File: src/design/mlcrc_pkg.sv
// ----------------------------------------------------------------------------
// mlcrc_pkg
// Shared constants, types and the byte-wide CRC-8 update for the multi-line
// scratchpad frame checker.
// ----------------------------------------------------------------------------
package mlcrc_pkg;

  localparam int NumLines   = 4;
  localparam int NumLanes   = 4;
  localparam int FrameBytes = 9;

  localparam int LanesUsed = (NumLines > NumLanes) ? NumLanes : NumLines;
  localparam logic [NumLanes-1:0] LineMask = NumLanes'((1 << LanesUsed) - 1);
  localparam logic [3:0] LastIndex = 4'(FrameBytes - 1);

  localparam logic [7:0] CrcInit = 8'h00;
  localparam logic [7:0] CrcXor  = 8'h18;
  localparam logic [7:0] CrcTop  = 8'h80;

  typedef struct packed {
    logic en;
    logic first;
  } lane_ctrl_t;

  function automatic logic [7:0] crc8_byte(input logic [7:0] crc_in,
                                           input logic [7:0] data_in);
    logic [7:0] crc;
    logic [7:0] data;
    crc  = crc_in;
    data = data_in;
    for (int b = 0; b < 8; b++) begin
      if ((crc[0] ^ data[0]) == 1'b1) begin
        crc = ((crc ^ CrcXor) >> 1) | CrcTop;
      end else begin
        crc = crc >> 1;
      end
      data = data >> 1;
    end
    return crc;
  endfunction

endpackage

File: src/design/multi_line_scratchpad_crc_check.sv
// ----------------------------------------------------------------------------
// multi_line_scratchpad_crc_check
// Checks scratchpad frames read in parallel on four bus lines: latches line
// presence on the first byte, passes bytes of present lines, and reports the
// lines whose CRC-8 ends at zero on the last byte.
// ----------------------------------------------------------------------------
//  channel | handshake                | payload
//  --------+--------------------------+-----------------------------------------
//  in      | in_valid_i / in_stall_o  | presence_levels_i, byte_lane0..3_i
//  out     | out_valid_o / out_stall_i| byte_index_o, lane_write_o,
//          |                          | out_byte_lane0..3_o, last_o, valid_mask_o
//  cfg     | cfg_we_i                 | cfg_wdata_i (requested_lines)
//
//  One item per cycle when not stalled; a result shows the cycle after accept.
//  The four CRC lanes update in parallel in the accepting cycle.
//  Reset clears the frame position, presence mask, lane CRCs and output valid;
//  requested_lines resets to all lines.
//  in_stall_o is high only while a held result is stalled downstream.
// ----------------------------------------------------------------------------
module multi_line_scratchpad_crc_check import mlcrc_pkg::*; (
  input  logic       clk_i,
  input  logic       rst_ni,
  input  logic       cfg_we_i,
  input  logic [3:0] cfg_wdata_i,
  input  logic       in_valid_i,
  output logic       in_stall_o,
  input  logic [3:0] presence_levels_i,
  input  logic [7:0] byte_lane0_i,
  input  logic [7:0] byte_lane1_i,
  input  logic [7:0] byte_lane2_i,
  input  logic [7:0] byte_lane3_i,
  output logic       out_valid_o,
  input  logic       out_stall_i,
  output logic [3:0] byte_index_o,
  output logic [3:0] lane_write_o,
  output logic [7:0] out_byte_lane0_o,
  output logic [7:0] out_byte_lane1_o,
  output logic [7:0] out_byte_lane2_o,
  output logic [7:0] out_byte_lane3_o,
  output logic       last_o,
  output logic [3:0] valid_mask_o
);

  logic [3:0]          req_q;
  logic [3:0]          count_q;
  logic [3:0]          count_d;
  logic [NumLanes-1:0] present_q;
  logic [NumLanes-1:0] present_d;
  logic                accept;
  logic                first;
  logic                is_last;
  lane_ctrl_t          lane_ctrl;
  logic [7:0]          lane_in  [NumLanes];
  logic [7:0]          lane_out [NumLanes];
  logic [NumLanes-1:0] crc_ok;

  logic                out_valid_q;
  logic [3:0]          index_q;
  logic [3:0]          write_q;
  logic [7:0]          bytes_q  [NumLanes];
  logic                last_q;
  logic [3:0]          vmask_q;

  assign in_stall_o = out_valid_q && out_stall_i;
  assign accept     = in_valid_i && !in_stall_o;
  assign first      = (count_q == 4'd0);
  assign is_last    = (count_q == LastIndex);

  always_comb begin
    present_d = first ? (~presence_levels_i & req_q & LineMask) : present_q;
    count_d   = is_last ? 4'd0 : count_q + 4'd1;
    lane_ctrl.en    = accept;
    lane_ctrl.first = first;
    lane_in[0] = byte_lane0_i;
    lane_in[1] = byte_lane1_i;
    lane_in[2] = byte_lane2_i;
    lane_in[3] = byte_lane3_i;
  end

  for (genvar g = 0; g < NumLanes; g++) begin : g_lane
    mlcrc_lane u_lane (
      .clk_i     (clk_i),
      .rst_ni    (rst_ni),
      .ctrl_i    (lane_ctrl),
      .present_i (present_d[g]),
      .data_i    (lane_in[g]),
      .data_o    (lane_out[g]),
      .crc_ok_o  (crc_ok[g])
    );
  end

  always_ff @(posedge clk_i or negedge rst_ni) begin
    if (!rst_ni) begin
      req_q       <= 4'hF;
      count_q     <= 4'd0;
      present_q   <= '0;
      out_valid_q <= 1'b0;
    end else begin
      if (cfg_we_i) begin
        req_q <= cfg_wdata_i;
      end
      if (accept) begin
        count_q   <= count_d;
        present_q <= present_d;
      end
      if (accept) begin
        out_valid_q <= 1'b1;
      end else if (!out_stall_i) begin
        out_valid_q <= 1'b0;
      end
    end
  end

  always_ff @(posedge clk_i) begin
    if (accept) begin
      index_q <= count_q;
      write_q <= present_d;
      bytes_q <= lane_out;
      last_q  <= is_last;
      vmask_q <= is_last ? crc_ok : 4'd0;
    end
  end

  assign out_valid_o      = out_valid_q;
  assign byte_index_o     = index_q;
  assign lane_write_o     = write_q;
  assign out_byte_lane0_o = bytes_q[0];
  assign out_byte_lane1_o = bytes_q[1];
  assign out_byte_lane2_o = bytes_q[2];
  assign out_byte_lane3_o = bytes_q[3];
  assign last_o           = last_q;
  assign valid_mask_o     = vmask_q;

`ifndef SYNTHESIS
  a_last_index: assert property (@(posedge clk_i) disable iff (!rst_ni)
    out_valid_o && last_o |-> byte_index_o == LastIndex)
    else $error("last result not at final frame position");

  a_mask_only_last: assert property (@(posedge clk_i) disable iff (!rst_ni)
    out_valid_o && !last_o |-> valid_mask_o == 4'd0)
    else $error("valid mask set before final byte");

  a_mask_subset: assert property (@(posedge clk_i) disable iff (!rst_ni)
    out_valid_o |-> (valid_mask_o & ~lane_write_o) == 4'd0)
    else $error("valid mask names a line that is not present");

  a_present_hold: assert property (@(posedge clk_i) disable iff (!rst_ni)
    accept && !first |=> present_q == $past(present_q))
    else $error("presence mask changed mid-frame");
`endif

endmodule

File: src/design/mlcrc_lane.sv
// ----------------------------------------------------------------------------
// mlcrc_lane
// One bus line: running CRC-8 register, byte gating and zero-check.
// ----------------------------------------------------------------------------
module mlcrc_lane import mlcrc_pkg::*; (
  input  logic       clk_i,
  input  logic       rst_ni,
  input  lane_ctrl_t ctrl_i,
  input  logic       present_i,
  input  logic [7:0] data_i,
  output logic [7:0] data_o,
  output logic       crc_ok_o
);

  logic [7:0] crc_q;
  logic [7:0] crc_d;
  logic [7:0] crc_base;

  always_comb begin
    crc_base = ctrl_i.first ? CrcInit : crc_q;
    crc_d    = present_i ? crc8_byte(crc_base, data_i) : crc_base;
    data_o   = present_i ? data_i : 8'h00;
    crc_ok_o = present_i && (crc_d == 8'h00);
  end

  always_ff @(posedge clk_i or negedge rst_ni) begin
    if (!rst_ni) begin
      crc_q <= CrcInit;
    end else if (ctrl_i.en) begin
      crc_q <= crc_d;
    end
  end

endmodule

File: config.mk
export PLATFORM = sky130hd
export DESIGN_NAME = multi_line_scratchpad_crc_check
export DESIGN_NICKNAME = d
export VERILOG_FILES = /design/src/design/mlcrc_pkg.sv /design/src/design/multi_line_scratchpad_crc_check.sv /design/src/design/mlcrc_lane.sv
export SDC_FILE = /design/constraint.sdc
export NUM_CORES = 1
export LEC_CHECK = 0
export BUFFER_PORTS_ARGS = -buffer_cell sky130_fd_sc_hd__buf_2
export CORE_ASPECT_RATIO = 0.9
export CORE_MARGIN = 1.5
export CORE_UTILIZATION = 57
export CTS_CLUSTER_DIAMETER = 150
export DETAILED_ROUTE_END_ITERATION = 8
export PLACE_DENSITY = 0.81
export SLEW_MARGIN = 20
export SYNTH_ARGS = -nofsm -noshare
export SYNTH_HDL_FRONTEND = slang
export SYNTH_HIERARCHICAL = 1
export SYNTH_SLANG_ARGS = --single-unit
File: constraint.sdc
create_clock -name clk_i -period 4 [get_ports clk_i]
set_input_delay 0.2 -clock clk_i [delete_from_list [all_inputs] [get_ports clk_i]]
set_output_delay 0.2 -clock clk_i [all_outputs]
set_load 0.005 [all_outputs]
==> run_results.csv <==
group,metric,value,unit
outcome,outcome,"complete, no violations",
worst_setup_path,setup.worst_path.end_class,"flop",
cts,cts_resized,0,
power,combPwrFrac,0.552,
grt,track_usage,0.226,
synth,ys.flop_type,"edfxtp_1",
worst_setup_path,crit_chain,"inv_1, ha_1, or3b_4, inv_2, buf_4, nor2_4, xnor3_1, xor2_1, nor4_2, and2_2",
power,finalPower,4.84,mW
cts,insertion_delay,0.36,ns
timing,max_slew_margin,0.355,
worst_setup_path,arrival,3.28,ns
timing,finalMaxSlewViolations,0,
die,ioPinCount,92,
worst_setup_path,crit_required,4.11,ns
timing,finalHoldViolCount,0,
cts,cts_tree,"built",
place,gp_congestion,0.949,
place,dpl.hpwl,7750,um
synth,ys_types,53,
place,portBuffers,91,
die,die_h,95.7,um
synth,ys_seq_area_frac,0.456,
power,p_seq_frac,0.302,
die,core.rowCount,33,
grt,grt.overflow.total,0,
routing,drt-total-wl,10800,um
power,p_sw_frac,0.383,
synth,ys_ff_latch,90,
grt,grt_pass1_wl,17700,um
routing,num_vias,3884,
synth,ys_async_sr_fraction,0.500,
synth,yosysWarnings,6,
power,irDropWorstVdd,0.315,mV
synth,netlist_area,5440,um2
routing,routedWlPerCell,15.4,um
routing,drt_iter0_drc,214,
timing,worst_pin_slew,0.966,ns
routing,drt-pass1-iter-count,5,
timing,setup_viol,0,
worst_setup_path,crit_path_top_delay_cell,"buf_4",
cts,cts_max_path_buffers,2,
grt,antenna_found_initial,0,
grt,grt_max_degree,50,
cts,cts_root_buf,"clkbuf_8",
finish,diodes,0,
timing,fin_crit_sh,0.793,
finish,final_cell_mix,"buf_2 (90), xnor2_1 (68), edfxtp_1 (45)",
routing,via_per_inst,5.52,
min_path,hold_class,"in -> reg",
finish,nNetsFinal,623,
synth,synth.avg_cell_area,11.2,um2
timing,max_freq,315,MHz
power,p_clk_frac,0.145,
synth,synthCells,487,
power,pwr_density_cell,778,nW/um2
job,cap_violations,0,
finish,fin_util,0.675,
worst_setup_path,startpoint_type,"flop",
power,p_int,2.98,mW
timing,rsz0062_at_grt,"false",
finish,drive_gt1_frac,0.262,
cts,h-tree-depth,3,
die,die-area,10100,um2
grt,first_global_vias,3701,
timing,fin_skew,0.0153,ns
timing,tns,0,ns
timing,period_needed,3.17,ns
worst_setup_path,crit_fanout,49,
power,leakage,2.63,nW
die,start_util,0.591,
worst_setup_path,critPathMaxStageDelay,0.48,ns
power,power.switching,1.85,mW
cts,clk_pin_slew,0.08,ns
worst_setup_path,crit_type,"reg -> reg",
finish,syn2layout_area_growth,14.2,%
finish,mostFrequentLayoutCell,"buf_2",
die,core,9210,um2
worst_setup_path,r2r_slack,0.83,ns
synth,synth_edf_count,45,
cts,cts_num_sinks,90,
cts,cts_buffers,9,
die,chipWidth,106,um
routing,drc,0,
synth,syn_nets,534,
routing,ant_nets,0,
==> state kept, by name (all words and copies together) (netlist names) <==
signal and count:
last_o 1, byte_index_o 4, count_q 4, out_byte_lane0_o 8, g_lane.u_lane/crc_q 32, lane_write_o 4, out_byte_lane2_o 8, out_valid_o 1
out_byte_lane3_o 8, valid_mask_o 4, out_byte_lane1_o 8, req_q 4, present_q 4
==> cells in the mapped netlist (all sizes together), types with 2 or more instances <==
cell type / instances / area, um2
and2: 37 / 238
nand2: 38 / 145
nand3: 2 / 10.0
nor2: 29 / 131
edfxtp: 45 / 1350
nand2b: 7 / 43.8
nand4b: 4 / 35.0
a21oi: 4 / 20.0
nor4bb: 3 / 30.0
o221ai: 3 / 26.3
xor2: 22 / 215
a211oi: 7 / 52.6
nor2b: 10 / 62.6
o211ai: 4 / 30.0
xnor3: 16 / 365
a22oi: 3 / 22.5
dfstp: 4 / 105
nor4: 4 / 43.8
a32o: 8 / 80.1
clkbuf: 8 / 30.0
and3: 7 / 43.8
or3: 8 / 55.1
xnor2: 71 / 644
o32ai: 3 / 26.3
o21ai: 47 / 239
inv: 14 / 52.6
ha: 2 / 25.0
mux2: 5 / 56.3
or2: 5 / 31.3
dfrtp: 41 / 1030
a31oi: 4 / 25.0
a211o: 3 / 26.3
buf: 12 / 91.3
==> cell families after synthesis <==
kind of cell / count (synthesis) / synth area share
adders and majority gates: 2 / 0.00460
buffers and inverters: 34 / 0.0320
DFF: 90 / 0.456
AOI/OAI and AO/OA: 89 / 0.106
muxes: 5 / 0.0103
and+or+nand+nor: 158 / 0.166
xor gates and xnor gates: 109 / 0.225
==> metrics by stage <==
stage / std cells / setup WS [ns] / cell area (um2) / hold WS [ns]
2_1_floorplan: 487 / 1.10 / 5440 / -0.0956
3_3_place_gp: 686 / 0.997 / 5970 / 0.407
3_5_place_dp: 686 / 0.892 / 5970 / 0.424
4_1_cts: 702 / 0.838 / 6200 / 0.0497
5_1_grt: 703 / 0.643 / 6220 / 0.0746
6_report: 703 / 0.830 / 6220 / 0.0686
==> critical path: cells and delay by family, from the launching register on <==
kind | cells | cell delay [ns]
xor+xnor | 2 | 0.66
flops | 1 | 0.44
fa+ha+maj | 1 | 0.20
buf+inv | 3 | 0.81
simple gates | 4 | 0.81
==> layer usage <==
metal / routed length [um] / global-route usage
met3: 581 / 0.0325
met5: 0 / 0
met1: 4650 / 0.298
met4: 168 / 0.0890
met2: 5400 / 0.384
==> power groups by stage <==
stage	Sequential, mW	Combinational [mW]	Clock [mW]
2_1_floorplan	1.41	2.21	0
3_3_place_gp	1.46	2.58	0
3_5_place_dp	1.48	2.65	0
4_1_cts	1.46	2.67	0.712
5_1_grt	1.49	2.94	0.761
6_report	1.46	2.67	0.703
==> path summary, 6_finish.rpt <==
kind | start | end | depth (start not counted)
worst min-delay path | in_valid_i | out_valid_o$_DFFE_PN0P_ | 2
min in group asynchronous | rst_ni | g_lane[3].u_lane/crc_q[4]$_DFFE_PN0P_ | 2
worst max-delay path | count_q[0]$_DFFE_PN0P_ | valid_mask_o[2]$_SDFFCE_PP0P_ | 10
worst max register to register | count_q[0]$_DFFE_PN0P_ | valid_mask_o[2]$_SDFFCE_PP0P_ | 10
max in group asynchronous | rst_ni | out_valid_o$_DFFE_PN0P_ | 2
worst min register to register | g_lane[2].u_lane/crc_q[5]$_DFFE_PN0P_ | g_lane[2].u_lane/crc_q[5]$_DFFE_PN0P_ | 2
==> cell type report <==
cell class	instances	area (um2)
Clock buffer	12	155
Clock inverter	4	75.1
Fill cell	698	2990
Inverter	14	52.6
Multi-Input combinational cell	363	2790
Sequential cell	90	2480
Tap cell	122	153
Timing Repair Buffer	98	513
==> repair_timing <==
item                                   4_1_cts  5_1_grt
hold buffers                                 0        1
buffers inserted                             0        0
endpoints found under the hold margin        0       41
No activity file was read; power rests on OpenSTA's default activity.
